[src/sv/fpc_pkg.sv]
// fpc_pkg: shared types, constants and aes helper functions
// used by the front, keystream and back modules of frame_payload_ctr_cipher
package fpc_pkg;

  localparam int unsigned AddrW = 6;
  localparam logic [AddrW-1:0] RegKeyHigh = 6'h00;
  localparam logic [AddrW-1:0] RegKeyLow  = 6'h08;
  localparam logic [AddrW-1:0] RegDevAddr = 6'h10;
  localparam logic [AddrW-1:0] RegFrmCnt  = 6'h18;
  localparam logic [AddrW-1:0] RegDownlnk = 6'h20;
  localparam int unsigned QDepth = 2;

  typedef struct packed {
    logic [7:0] data;
    logic       last;
    logic [3:0] pos;
  } item_t;

  typedef struct packed {
    logic [127:0] key;
    logic [127:0] ctr;
  } ks_req_t;

  function automatic logic [7:0] sbox(input logic [7:0] x);
    logic [7:0] t [256];
    t = '{
      8'h63,8'h7c,8'h77,8'h7b,8'hf2,8'h6b,8'h6f,8'hc5,8'h30,8'h01,8'h67,8'h2b,8'hfe,8'hd7,8'hab,8'h76,
      8'hca,8'h82,8'hc9,8'h7d,8'hfa,8'h59,8'h47,8'hf0,8'had,8'hd4,8'ha2,8'haf,8'h9c,8'ha4,8'h72,8'hc0,
      8'hb7,8'hfd,8'h93,8'h26,8'h36,8'h3f,8'hf7,8'hcc,8'h34,8'ha5,8'he5,8'hf1,8'h71,8'hd8,8'h31,8'h15,
      8'h04,8'hc7,8'h23,8'hc3,8'h18,8'h96,8'h05,8'h9a,8'h07,8'h12,8'h80,8'he2,8'heb,8'h27,8'hb2,8'h75,
      8'h09,8'h83,8'h2c,8'h1a,8'h1b,8'h6e,8'h5a,8'ha0,8'h52,8'h3b,8'hd6,8'hb3,8'h29,8'he3,8'h2f,8'h84,
      8'h53,8'hd1,8'h00,8'hed,8'h20,8'hfc,8'hb1,8'h5b,8'h6a,8'hcb,8'hbe,8'h39,8'h4a,8'h4c,8'h58,8'hcf,
      8'hd0,8'hef,8'haa,8'hfb,8'h43,8'h4d,8'h33,8'h85,8'h45,8'hf9,8'h02,8'h7f,8'h50,8'h3c,8'h9f,8'ha8,
      8'h51,8'ha3,8'h40,8'h8f,8'h92,8'h9d,8'h38,8'hf5,8'hbc,8'hb6,8'hda,8'h21,8'h10,8'hff,8'hf3,8'hd2,
      8'hcd,8'h0c,8'h13,8'hec,8'h5f,8'h97,8'h44,8'h17,8'hc4,8'ha7,8'h7e,8'h3d,8'h64,8'h5d,8'h19,8'h73,
      8'h60,8'h81,8'h4f,8'hdc,8'h22,8'h2a,8'h90,8'h88,8'h46,8'hee,8'hb8,8'h14,8'hde,8'h5e,8'h0b,8'hdb,
      8'he0,8'h32,8'h3a,8'h0a,8'h49,8'h06,8'h24,8'h5c,8'hc2,8'hd3,8'hac,8'h62,8'h91,8'h95,8'he4,8'h79,
      8'he7,8'hc8,8'h37,8'h6d,8'h8d,8'hd5,8'h4e,8'ha9,8'h6c,8'h56,8'hf4,8'hea,8'h65,8'h7a,8'hae,8'h08,
      8'hba,8'h78,8'h25,8'h2e,8'h1c,8'ha6,8'hb4,8'hc6,8'he8,8'hdd,8'h74,8'h1f,8'h4b,8'hbd,8'h8b,8'h8a,
      8'h70,8'h3e,8'hb5,8'h66,8'h48,8'h03,8'hf6,8'h0e,8'h61,8'h35,8'h57,8'hb9,8'h86,8'hc1,8'h1d,8'h9e,
      8'he1,8'hf8,8'h98,8'h11,8'h69,8'hd9,8'h8e,8'h94,8'h9b,8'h1e,8'h87,8'he9,8'hce,8'h55,8'h28,8'hdf,
      8'h8c,8'ha1,8'h89,8'h0d,8'hbf,8'he6,8'h42,8'h68,8'h41,8'h99,8'h2d,8'h0f,8'hb0,8'h54,8'hbb,8'h16
    };
    return t[x];
  endfunction

  function automatic logic [7:0] xtime(input logic [7:0] x);
    return {x[6:0], 1'b0} ^ (x[7] ? 8'h1b : 8'h00);
  endfunction

  // byte i of a 128-bit block sits at bits [127-8i -: 8]
  function automatic logic [7:0] byte_of(input logic [127:0] b, input logic [3:0] i);
    return b[8'd127 - {1'b0, i, 3'b000} -: 8];
  endfunction

  // one aes round; last round skips mixcolumns
  function automatic logic [127:0] aes_round(input logic [127:0] s, input logic [127:0] rk,
                                             input logic fin);
    logic [7:0] t [16];
    logic [7:0] a0, a1, a2, a3, al;
    logic [127:0] o;
    for (int c = 0; c < 4; c++) begin
      for (int r = 0; r < 4; r++) begin
        t[r + 4*c] = sbox(s[127 - 8*(r + 4*((c + r) % 4)) -: 8]);
      end
    end
    if (!fin) begin
      for (int c = 0; c < 4; c++) begin
        a0 = t[4*c]; a1 = t[4*c+1]; a2 = t[4*c+2]; a3 = t[4*c+3];
        al = a0 ^ a1 ^ a2 ^ a3;
        t[4*c]   = a0 ^ al ^ xtime(a0 ^ a1);
        t[4*c+1] = a1 ^ al ^ xtime(a1 ^ a2);
        t[4*c+2] = a2 ^ al ^ xtime(a2 ^ a3);
        t[4*c+3] = a3 ^ al ^ xtime(a3 ^ a0);
      end
    end
    for (int i = 0; i < 16; i++) begin
      o[127 - 8*i -: 8] = t[i];
    end
    return o ^ rk;
  endfunction

  function automatic logic [127:0] next_rkey(input logic [127:0] k, input logic [7:0] rc);
    logic [31:0] w0, w1, w2, w3, g;
    w0 = k[127:96]; w1 = k[95:64]; w2 = k[63:32]; w3 = k[31:0];
    g = {sbox(w3[23:16]) ^ rc, sbox(w3[15:8]), sbox(w3[7:0]), sbox(w3[31:24])};
    w0 = w0 ^ g; w1 = w1 ^ w0; w2 = w2 ^ w1; w3 = w3 ^ w2;
    return {w0, w1, w2, w3};
  endfunction

endpackage

[src/sv/fpc_back.sv]
// fpc_back: item queue plus xor stage and output register
// pops an item once its keystream block is ready; uses fpc_pkg
module fpc_back (
  input  logic           clk,
  input  logic           rst_n,
  input  logic           q_push,
  input  fpc_pkg::item_t q_item,
  output logic           q_full,
  output logic           q_empty,
  input  logic           ks_done,
  input  logic [127:0]   ks_block,
  output logic           out_valid,
  input  logic           out_ready,
  output logic [7:0]     out_data,
  output logic           out_last
);
  fpc_pkg::item_t q_r [fpc_pkg::QDepth];
  logic [1:0] cnt_r, cnt_nxt;
  logic       wp_r, rp_r;
  logic       pop, ov_r;
  logic [7:0] od_r;
  logic       ol_r;
  fpc_pkg::item_t head;

  assign head    = q_r[rp_r];
  assign q_full  = (cnt_r == 2'd2);
  assign q_empty = (cnt_r == 2'd0);
  // a block start item waits for the round loop; later items of the block
  // are behind it and the block stays held until the next start
  assign pop    = (cnt_r != 2'd0) && ks_done && (!ov_r || out_ready);
  assign cnt_nxt = cnt_r + {1'b0, q_push} - {1'b0, pop};

  assign out_valid = ov_r;
  assign out_data  = od_r;
  assign out_last  = ol_r;

  always_ff @(posedge clk) begin
    if (!rst_n) begin
      cnt_r <= 2'd0;
      wp_r  <= 1'b0;
      rp_r  <= 1'b0;
      ov_r  <= 1'b0;
    end else begin
      cnt_r <= cnt_nxt;
      if (q_push) wp_r <= !wp_r;
      if (pop) rp_r <= !rp_r;
      if (pop) ov_r <= 1'b1;
      else if (out_ready) ov_r <= 1'b0;
    end
    if (q_push) q_r[wp_r] <= q_item;
    if (pop) begin
      od_r <= head.data ^ fpc_pkg::byte_of(ks_block, head.pos);
      ol_r <= head.last;
    end
  end

  a_cnt_range: assert property (@(posedge clk) disable iff (!rst_n)
    cnt_r <= 2'd2) else $error("queue count out of range");
  a_hold: assert property (@(posedge clk) disable iff (!rst_n)
    ov_r && !out_ready |=> ov_r && $stable(od_r)) else $error("result dropped");
endmodule

[config.mk]
export PLATFORM = sky130hd
export DESIGN_NAME = fpc_back
export DESIGN_NICKNAME = d
export VERILOG_FILES = /design/src/sv/fpc_pkg.sv /design/src/sv/fpc_back.sv
export SDC_FILE = /design/constraint.sdc
export NUM_CORES = 1
export LEC_CHECK = 0
export BUFFER_PORTS_ARGS = -buffer_cell sky130_fd_sc_hd__buf_2
export CAP_MARGIN = 10
export CORE_AREA = 4 4 84 117
export CTS_BUF_LIST = sky130_fd_sc_hd__clkbuf_4 sky130_fd_sc_hd__clkbuf_8
export DETAILED_ROUTE_END_ITERATION = 12
export DIE_AREA = 0 0 88 121
export GPL_TIMING_DRIVEN = 0
export PLACE_DENSITY_LB_ADDON = 0.3
export SLEW_MARGIN = 20
export SYNTH_ARGS = -nofsm -noshare
export SYNTH_HDL_FRONTEND = slang
export SYNTH_SLANG_ARGS = --single-unit
[constraint.sdc]
create_clock -name clk -period 2.7 [get_ports clk]
set_input_delay 0.54 -clock clk [delete_from_list [all_inputs] [get_ports clk]]
set_output_delay 0.54 -clock clk [all_outputs]
set_load 0.1 [all_outputs]
==> reports/metrics.yaml <==
drtPass1Iterations: 4
fillers: 866
timing.hold.ws_ns: 0.4323
synth_mux_area_frac: 0.2510
row_count: 41
grt_first_pass_wirelength_mm: 12.90
clk_latency_ns: 0.29
cts.sinks: 41
required_ns: 2.73
port_buffers: 157
die_h_um: 121
drc: 0
worst_pin_slew_ns: 0.7644
synth_ff_type: "edfxtp_1"
finClkSkew_ns: 0.006905
critPathMaxFanout: 10
ioPinCount: 158
yosysSeqAreaShare: 0.4151
drt-total-wl_mm: 8.765
numCtsBuffers: 5
crit_type: "flip-flop to flip-flop"
hpwl_mm: 7.359
synth-simple-area-share: 0.1180
pwr-share-comb: 0.532
cts_setup_buffers: 0
dpl-instance-area_mm2: 0.003746
max_cap_viol_count: 0
synth_top_area_frac: 0.3725
core-area_mm2: 0.008875
clk_path_buf_depth: 2
fin_crit_ns: 2.275
powerDensity_mw_per_mm2: 785.5
gp_congestion: 0.7630
synth_seq_cells: 41
vias: 2586
hold_violations: 0
synth_common_cells: "mux2i_1 (51), edfxtp_1 (35), nand2_1 (21), o22ai_1 (21), o21ai_0 (10)"
synth_cells: 246
sw_frac_of_total: 0.4200
cts_root_buffer: "clkbuf_8"
finalCritPeriodShare: 0.8426
drive_above_1_share: 0.4696
rsz0062_at_grt: "no"
synthAdderAreaFrac: 0.008869
ys.warnings.count: 0
syn-cell-area_mm2: 0.002821
drtIter0Drc: 121
synth_top_family_by_area: "multiplexers"
drt-wirelength-per-cell_um: 16.92
async_reset_ff_frac: 0
critPathSlowestCell: "mux2_2"
cts_hold_buf: 0
htree_levels: 2
area.sequential_mm2: 0.001171
holdCritPathClass: "primary input to flip-flop"
slew_headroom: 0.4881
synth-compound-area-share: 0.1494
yosys-top-cells-area: "edfxtp_1 (37%), mux2i_1 (18%), o22ai_1 (4.7%)"
switchingPower_mw: 1.280
cp-end-kind: "flip-flop"
synth-xor-area-share: 0.02173
cp.arrival_ns: 2.31
synth-edff-count: 35
p_clk_frac: 0.188
status: "complete, no violations"
path_buf_inv: 1
setup_viol: 0
cpPeakStageDelay_ns: 0.47
setup_tns_ns: 0
path_cells: "buf_2 -> mux2_2 -> o21ai_1 -> o22ai_1 -> nor4_2 -> xor2_1"
drv_slew: 0
layout.nets: 558
p_seq_frac: 0.281
diodes: 0
max_freq_mhz: 439.6
die_area_mm2: 0.01065
grtUsageTotal: 0.1611
cts_tree: "done"
startpoint_type: "flip-flop"
synth.most_common_cell: "mux2i_1"
path_clk_slew_ns: 0.07
synth_cell_type_count: 37
yosysTopAreaCell: "edfxtp_1"
crit_family: "multiplexers"
cts_resized: 0
start_util: 0.3179
fp.dieW_um: 88
route.antenna.remaining_nets: 0
ir_drop_mv: 0.7740
overflow: 0
holdCritStartpoint: "q_item[5]"
via_per_inst: 4.992
synth.avg_cell_area_um2: 11.47
area_growth_pct: 37.52
grt_max_degree: 15
p_leak_nw: 1.780
antenna_found_initial: 0
grt_pass1_vias: 2524
p_int_mw: 1.768
synthesis.nets: 394
final_area_mm2: 0.003880
multi_input_area_mm2: 0.001554
## cells in the final DEF (no fill, tap or decap), types with 2 or more instances in the layout
cell,synthesis,routed
mux4_2,5,5
nor4_2,4,4
a32o_1,8,8
mux2i_1,51,51
edfxtp_1,35,35
xor2_1,5,5
nor3_1,3,3
nor2b_1,4,2
nand2b_1,3,3
ha_1,2,2
and2_1,7,7
bufinv_16,0,2
o22ai_1,21,21
o21ai_1,2,2
o21a_1,3,3
nand2_1,21,21
dfxtp_1,6,6
inv_1,5,5
xnor2_1,2,2
a32oi_1,2,2
o32ai_1,2,2
buf_2,3,160
o211a_1,3,3
nor2b_2,0,2
clkbuf_8,0,5
a21oi_1,2,2
nor3b_1,3,3
and3b_1,3,3
mux2_2,5,5
o21ai_0,10,10
a211oi_1,5,5
nor2_1,8,8
buf_6,6,6
## area by class of cell
type	instances	share of cell area
multi-input cells	191	0.4005
flip-flops and latches	41	0.3018
repair buffers	157	0.2025
well taps	107	0.03450
plain buffers	9	0.02128
clock buffers	5	0.01774
clock inverters	3	0.01677
inverters	5	0.004837
## per-layer routing
layer	track usage	share of wire
met1	0.1811	0.37
met5	0	0
met4	0.04894	0.013
met2	0.2962	0.53
met3	0.03465	0.082
## path summary, 6_finish.rpt
| path | depth (start not counted) | slack, ns | to |
|---|---|---|---|
| setup reg to reg | 6 | 0.43 | out_data[1]$_DFFE_PP_ |
| setup / recovery | 6 | 0.43 | out_data[1]$_DFFE_PP_ |
| hold reg to reg | 2 | 0.50 | out_valid$_SDFFE_PN0P_ |
| hold / removal | 1 | 0.43 | q_r[0][5]$_DFFE_PP_ |
## power groups by stage
stage	clock [mW]	sequential, mW	combinational (mW)
floorplan	0	1.19	0.931
global placement	0	0.866	1.62
detailed placement	0	0.868	1.64
CTS	0.588	0.855	1.64
global route	0.611	0.864	1.74
finish	0.572	0.855	1.62
## state kept, by name, summed over array words and instances, names as in the netlist, named ones only
name and cells:
q_r 26, wp_r 1, out_valid 1, rp_r 1
out_last 1, cnt_r 2, out_data 8
## kinds of logic (layout without fill, tap and decap cells)
| group | Yosys count | in the layout |
|---|---|---|
| buf+inv | 14 | 179 |
| fa+ha+maj | 2 | 2 |
| mux | 63 | 63 |
| flops | 41 | 41 |
| compound gates | 60 | 60 |
| simple gates | 59 | 59 |
| xor+xnor | 7 | 7 |
## through the flow
stage	cells	utilization	setup slack, ns	power [mW]
global route	518	0.4372	0.2364	3.214
floorplan	246	-	0.2885	2.121
finish	518	0.4372	0.4250	3.048
global placement	510	0.4215	-0.06664	2.481
detailed placement	510	0.4221	0.2920	2.508
CTS	518	0.4372	0.3743	3.087
No activity file was read; power rests on OpenSTA's default activity.
