**src/sv/fpc_pkg.sv**
```systemverilog
// fpc_pkg: shared types, constants and aes helper functions
// used by the front, keystream and back modules of frame_payload_ctr_cipher
package fpc_pkg;

  localparam int unsigned AddrW = 6;
  localparam logic [AddrW-1:0] RegKeyHigh = 6'h00;
  localparam logic [AddrW-1:0] RegKeyLow  = 6'h08;
  localparam logic [AddrW-1:0] RegDevAddr = 6'h10;
  localparam logic [AddrW-1:0] RegFrmCnt  = 6'h18;
  localparam logic [AddrW-1:0] RegDownlnk = 6'h20;
  localparam int unsigned QDepth = 2;

  typedef struct packed {
    logic [7:0] data;
    logic       last;
    logic [3:0] pos;
  } item_t;

  typedef struct packed {
    logic [127:0] key;
    logic [127:0] ctr;
  } ks_req_t;

  function automatic logic [7:0] sbox(input logic [7:0] x);
    logic [7:0] t [256];
    t = '{
      8'h63,8'h7c,8'h77,8'h7b,8'hf2,8'h6b,8'h6f,8'hc5,8'h30,8'h01,8'h67,8'h2b,8'hfe,8'hd7,8'hab,8'h76,
      8'hca,8'h82,8'hc9,8'h7d,8'hfa,8'h59,8'h47,8'hf0,8'had,8'hd4,8'ha2,8'haf,8'h9c,8'ha4,8'h72,8'hc0,
      8'hb7,8'hfd,8'h93,8'h26,8'h36,8'h3f,8'hf7,8'hcc,8'h34,8'ha5,8'he5,8'hf1,8'h71,8'hd8,8'h31,8'h15,
      8'h04,8'hc7,8'h23,8'hc3,8'h18,8'h96,8'h05,8'h9a,8'h07,8'h12,8'h80,8'he2,8'heb,8'h27,8'hb2,8'h75,
      8'h09,8'h83,8'h2c,8'h1a,8'h1b,8'h6e,8'h5a,8'ha0,8'h52,8'h3b,8'hd6,8'hb3,8'h29,8'he3,8'h2f,8'h84,
      8'h53,8'hd1,8'h00,8'hed,8'h20,8'hfc,8'hb1,8'h5b,8'h6a,8'hcb,8'hbe,8'h39,8'h4a,8'h4c,8'h58,8'hcf,
      8'hd0,8'hef,8'haa,8'hfb,8'h43,8'h4d,8'h33,8'h85,8'h45,8'hf9,8'h02,8'h7f,8'h50,8'h3c,8'h9f,8'ha8,
      8'h51,8'ha3,8'h40,8'h8f,8'h92,8'h9d,8'h38,8'hf5,8'hbc,8'hb6,8'hda,8'h21,8'h10,8'hff,8'hf3,8'hd2,
      8'hcd,8'h0c,8'h13,8'hec,8'h5f,8'h97,8'h44,8'h17,8'hc4,8'ha7,8'h7e,8'h3d,8'h64,8'h5d,8'h19,8'h73,
      8'h60,8'h81,8'h4f,8'hdc,8'h22,8'h2a,8'h90,8'h88,8'h46,8'hee,8'hb8,8'h14,8'hde,8'h5e,8'h0b,8'hdb,
      8'he0,8'h32,8'h3a,8'h0a,8'h49,8'h06,8'h24,8'h5c,8'hc2,8'hd3,8'hac,8'h62,8'h91,8'h95,8'he4,8'h79,
      8'he7,8'hc8,8'h37,8'h6d,8'h8d,8'hd5,8'h4e,8'ha9,8'h6c,8'h56,8'hf4,8'hea,8'h65,8'h7a,8'hae,8'h08,
      8'hba,8'h78,8'h25,8'h2e,8'h1c,8'ha6,8'hb4,8'hc6,8'he8,8'hdd,8'h74,8'h1f,8'h4b,8'hbd,8'h8b,8'h8a,
      8'h70,8'h3e,8'hb5,8'h66,8'h48,8'h03,8'hf6,8'h0e,8'h61,8'h35,8'h57,8'hb9,8'h86,8'hc1,8'h1d,8'h9e,
      8'he1,8'hf8,8'h98,8'h11,8'h69,8'hd9,8'h8e,8'h94,8'h9b,8'h1e,8'h87,8'he9,8'hce,8'h55,8'h28,8'hdf,
      8'h8c,8'ha1,8'h89,8'h0d,8'hbf,8'he6,8'h42,8'h68,8'h41,8'h99,8'h2d,8'h0f,8'hb0,8'h54,8'hbb,8'h16
    };
    return t[x];
  endfunction

  function automatic logic [7:0] xtime(input logic [7:0] x);
    return {x[6:0], 1'b0} ^ (x[7] ? 8'h1b : 8'h00);
  endfunction

  // byte i of a 128-bit block sits at bits [127-8i -: 8]
  function automatic logic [7:0] byte_of(input logic [127:0] b, input logic [3:0] i);
    return b[8'd127 - {1'b0, i, 3'b000} -: 8];
  endfunction

  // one aes round; last round skips mixcolumns
  function automatic logic [127:0] aes_round(input logic [127:0] s, input logic [127:0] rk,
                                             input logic fin);
    logic [7:0] t [16];
    logic [7:0] a0, a1, a2, a3, al;
    logic [127:0] o;
    for (int c = 0; c < 4; c++) begin
      for (int r = 0; r < 4; r++) begin
        t[r + 4*c] = sbox(s[127 - 8*(r + 4*((c + r) % 4)) -: 8]);
      end
    end
    if (!fin) begin
      for (int c = 0; c < 4; c++) begin
        a0 = t[4*c]; a1 = t[4*c+1]; a2 = t[4*c+2]; a3 = t[4*c+3];
        al = a0 ^ a1 ^ a2 ^ a3;
        t[4*c]   = a0 ^ al ^ xtime(a0 ^ a1);
        t[4*c+1] = a1 ^ al ^ xtime(a1 ^ a2);
        t[4*c+2] = a2 ^ al ^ xtime(a2 ^ a3);
        t[4*c+3] = a3 ^ al ^ xtime(a3 ^ a0);
      end
    end
    for (int i = 0; i < 16; i++) begin
      o[127 - 8*i -: 8] = t[i];
    end
    return o ^ rk;
  endfunction

  function automatic logic [127:0] next_rkey(input logic [127:0] k, input logic [7:0] rc);
    logic [31:0] w0, w1, w2, w3, g;
    w0 = k[127:96]; w1 = k[95:64]; w2 = k[63:32]; w3 = k[31:0];
    g = {sbox(w3[23:16]) ^ rc, sbox(w3[15:8]), sbox(w3[7:0]), sbox(w3[31:24])};
    w0 = w0 ^ g; w1 = w1 ^ w0; w2 = w2 ^ w1; w3 = w3 ^ w2;
    return {w0, w1, w2, w3};
  endfunction

endpackage

```
**src/sv/fpc_front.sv**
```systemverilog
// fpc_front: accepts payload words, tracks position and block counter,
// pushes items to a short queue and requests keystream blocks; uses fpc_pkg
module fpc_front (
  input  logic               clk,
  input  logic               rst_n,
  input  logic               in_valid,
  output logic               in_ready,
  input  logic [7:0]         in_data,
  input  logic               in_last,
  input  logic [127:0]       key,
  input  logic [31:0]        node_addr,
  input  logic [31:0]        frm_cnt,
  input  logic               downlink,
  output logic               q_push,
  output fpc_pkg::item_t     q_item,
  input  logic               q_full,
  input  logic               q_empty,
  output logic               ks_start,
  output fpc_pkg::ks_req_t   ks_req,
  input  logic               ks_free
);
  logic [3:0] pos_r, pos_nxt;
  logic [7:0] blk_r, blk_nxt;
  logic       need;
  logic       acc;

  assign need     = (pos_r == 4'd0);
  // a block start also needs the keystream unit free to load and the queue
  // drained, since queued words still read the held block
  assign in_ready = !q_full && (!need || (ks_free && q_empty));
  assign acc      = in_valid && in_ready;
  assign q_push   = acc;
  assign q_item   = '{data: in_data, last: in_last, pos: pos_r};
  assign ks_start = acc && need;
  assign ks_req.key = key;
  assign ks_req.ctr = {8'h01, 32'h0, 7'h0, downlink, node_addr[7:0], node_addr[15:8],
                       node_addr[23:16], node_addr[31:24], frm_cnt[7:0], frm_cnt[15:8],
                       frm_cnt[23:16], frm_cnt[31:24], 8'h00, blk_r};

  always_comb begin
    pos_nxt = pos_r;
    blk_nxt = blk_r;
    if (acc) begin
      if (in_last) begin
        pos_nxt = 4'd0;
        blk_nxt = 8'd1;
      end else begin
        pos_nxt = pos_r + 4'd1;
        if (pos_r == 4'd15) blk_nxt = blk_r + 8'd1;
      end
    end
  end

  always_ff @(posedge clk) begin
    if (!rst_n) begin
      pos_r <= 4'd0;
      blk_r <= 8'd1;
    end else begin
      pos_r <= pos_nxt;
      blk_r <= blk_nxt;
    end
  end

  a_blk_start: assert property (@(posedge clk) disable iff (!rst_n)
    ks_start |-> q_item.pos == 4'd0) else $error("block start off position zero");
  a_last_reset: assert property (@(posedge clk) disable iff (!rst_n)
    acc && in_last |=> pos_r == 4'd0 && blk_r == 8'd1) else $error("frame restart missed");
  a_no_overflow: assert property (@(posedge clk) disable iff (!rst_n)
    q_full |-> !acc) else $error("push into full queue");
  a_start_empty: assert property (@(posedge clk) disable iff (!rst_n)
    ks_start |-> q_empty) else $error("block start with words queued");
endmodule

```
**config.mk**
```make
export PLATFORM = sky130hd
export DESIGN_NAME = fpc_front
export DESIGN_NICKNAME = d
export VERILOG_FILES = /design/src/sv/fpc_pkg.sv /design/src/sv/fpc_front.sv
export SDC_FILE = /design/constraint.sdc
export NUM_CORES = 1
export LEC_CHECK = 0
export BUFFER_PORTS_ARGS = -buffer_cell sky130_fd_sc_hd__buf_4
export CORE_AREA = 4 4 184 186
export CTS_CLUSTER_SIZE = 28
export DETAILED_ROUTE_END_ITERATION = 16
export DIE_AREA = 0 0 188 190
export PLACE_DENSITY = 0.44
export SETUP_SLACK_MARGIN = 0.15
export SYNTH_ARGS = -nofsm -noshare
export SYNTH_HDL_FRONTEND = slang
export SYNTH_SLANG_ARGS = --single-unit
```
**constraint.sdc**
```tcl
create_clock -name clk -period 2.55 [get_ports clk]
set_clock_uncertainty 0.2 [all_clocks]
set_input_delay 0.255 -clock clk [delete_from_list [all_inputs] [get_ports clk]]
set_output_delay 0.255 -clock clk [all_outputs]
set_load 0.02 [all_outputs]
```
==> flow_summary.toml <==
[logic_synthesis]
netlist_area_sq_mm = 0.00263
synthAdderAreaFrac = 0.0143
synth_top_family_by_area = "buffers and inverters"
synth-simple-area-share = 0.0763
ys_ff_latch = 12
yosys_warnings = 0
synthFlopType = "dfxtp_1"
synth_top_cell_area_share = 0.735
yosysUniqueCellTypes = 33
synth_commonest_cells = "buf_4 (257), dfxtp_1 (12), a21oi_1 (8), nand2_1 (8), o21ai_0 (8)"
async_reset_ff_frac = 0
yosysMostFrequentCell = "buf_4"
synth_edf_count = 0
ys_top_cells_by_area = "buf_4 (73%), dfxtp_1 (9.2%), a21oi_1 (1.5%), o21ai_0 (1.5%), ha_1 (1.4%)"
synth_compound_area_frac = 0.0658
yosysTopAreaCell = "buf_4"
netlist_instances = 346
synthMuxAreaShare = 0
synth-xor-area-share = 0
syn-mean-instance-area_sq_um = 7.59
ys_seq_area_frac = 0.0915

[place]
place_congestion = 0.679
dp_hpwl_microns = 7380
io_buffer_count = 22

[timing]
rsz0062_at_grt = "false"
min_period_over_period = 0.894
holdWs_ns = 0.128
final_hold_viol_count = 0
setup-violations-final = 0
min_period_ns = 2.28
maxClockFrequency_ghz = 0.438
tns_ns = 0
drv_slew = 0

[pwr]
pwr-share-seq = 0.321
p_per_area_mw_per_mm2 = 344
cellInternalPower_uw = 411
switching_share = 0.304
vdd_drop_max_mv = 0.152
p_sw_uw = 179
p_leak_nw = 0.562
combPwrFrac = 0.196
clkPwrFrac = 0.483

[global_routing]
overflow = 0
antenna_found_initial = 0
grt_pass1_wl_microns = 10500
grt_usage = 0.0449
grt_max_degree = 11
grt_pass1_vias = 1162

[min_path]
holdPathEnd = "blk_r[6]"
hp-start = "rst_n"
hold_class = "in2reg"
worstHoldPathCells = 2

[route]
vias_per_cell = 1.95
drtAntennaViolNets = 0
first_iter_violations = 21
via_count = 1190
wire_per_inst_microns = 14.0
route.detailed.drc = 0
wirelength_microns = 8530
firstDrtPassIters = 4

[clock_tree]
cts.sinks = 12
cts_tree = "built"
cts_root_buf = "clkbuf_16"
htreeDepth = 1
cts.path.max_buffers = 2
clk_pin_slew_ns = 0.04
cts_buffers = 3
worst_skew_pair.late_latency_ns = 0.24

[setup_path]
worstSetupPathType = "reg2out"
cp.required_ns = 2.10
r2r_slack_ns = 0.36
crit_family = "simple AND/OR/NAND/NOR gates"
cp_cell_sequence = "inv_1, ha_1, or3b_2, o21ai_4, inv_1, buf_4"
crit_arrival_ns = 1.83
cp_num_buf_inv = 3
cpPeakStageDelay_ns = 0.52
r2r-start = "pos_r[0]"
critPathLaunchType = "register"
r2r_cells = 6
r2r-end = "blk_r[5]"
crit_top_cell = "inv_1"
cpMaxStageDelayCell = "or3b_2"
cp_max_fo = 6
cp-end-kind = "primary output"

[floorplan]
start_util = 0.0813
core-area_sq_mm = 0.0323
ios = 480
die_w_microns = 188
fp-row-count = 66
dieArea_sq_mm = 0.0357
fp.dieH_microns = 190

[flow_run]
drv_cap = 0

[status]
outcome = "complete, no violations"

[cells_and_area]
nNetsFinal = 381
syn_to_final_growth_pct = -34.7
diodes = 0
drive_gt1_frac = 0.226
[cell type report]
| type | instances | area (sq um) |
|---|---|---|
| clock buffers | 3 | 75.1 |
| fillers | 3817 | 30600 |
| inverters | 5 | 18.8 |
| multi-input cells | 121 | 624 |
| flip-flops and latches | 12 | 240 |
| well taps | 442 | 553 |
| repair buffers | 27 | 203 |
[metrics by stage]
step           total power [mW]  std cells  setup slack [ns]    util  instance area (sq um)
4_1_cts                   0.592        607             0.193  0.0524                   1690
5_1_grt                   0.619        610             0.169  0.0531                   1710
3_5_place_dp              0.303        604             0.389  0.0498                   1610
2_1_floorplan             0.810        399             0.444       -                   2820
6_report                  0.590        610             0.269  0.0531                   1710
3_3_place_gp              0.303        604             0.431  0.0498                   1610
[cell usage in the layout, fill, tap and decap left out, types with 3 or more instances in the layout]
master	Yosys	final
a21oi_1	8	8
buf_4	257	27
clkbuf_16	0	3
conb_1	2	55
dfxtp_1	12	12
ha_1	3	3
inv_1	4	4
nand2_1	8	8
nand3_1	5	5
nor2_1	6	6
o211ai_1	3	3
o21ai_0	8	8
or3_1	3	3
[worst max-delay path by stage]
stage,startpoint,to,cells past startpoint
CTS,pos_r[0],q_push,6
global placement,pos_r[0],q_push,6
detailed placement,pos_r[0],q_push,6
global route,pos_r[0],q_push,6
finish,pos_r[0],q_push,6
floorplan,pos_r[0],blk_r[5],6
[layer usage]
metal  vias up  GRT usage  wire, microns
met1       439     0.0250           1600
met5         -          0              0
met3        94     0.0521           2240
li1        432          -              -
met4         0     0.0505            841
met2       225     0.0660           3850
[timing repair]
| action | CTS | global route |
|---|---|---|
| setup endpoints to repair | 1 | 2 |
| endpoints found under the hold margin | 0 | 0 |
| resized for setup | 1 | 0 |
| setup buffers | 0 | 3 |
| hold buffers | 0 | 0 |
| pin swaps | 0 | 1 |
[flip-flops by register name (all words and copies together), names as in the netlist]
| name | cells |
|---|---|
| blk_r | 8 |
| pos_r | 4 |
[logic make-up after synthesis]
group           Yosys count
compound gates           27
fa+ha+maj                 3
buf+inv                 266
flops                    12
other cells               2
simple gates             36
[power by group through the flow]
stage | Combinational [mW] | Sequential (mW) | Clock (mW)
after detailed placement | 0.110 | 0.193 | 0
after floorplan | 0.617 | 0.193 | 0
after global placement | 0.111 | 0.193 | 0
after global routing | 0.124 | 0.189 | 0.306
final | 0.116 | 0.189 | 0.285
after CTS | 0.112 | 0.189 | 0.291
Note: power is estimated with default switching activity, not from simulation.
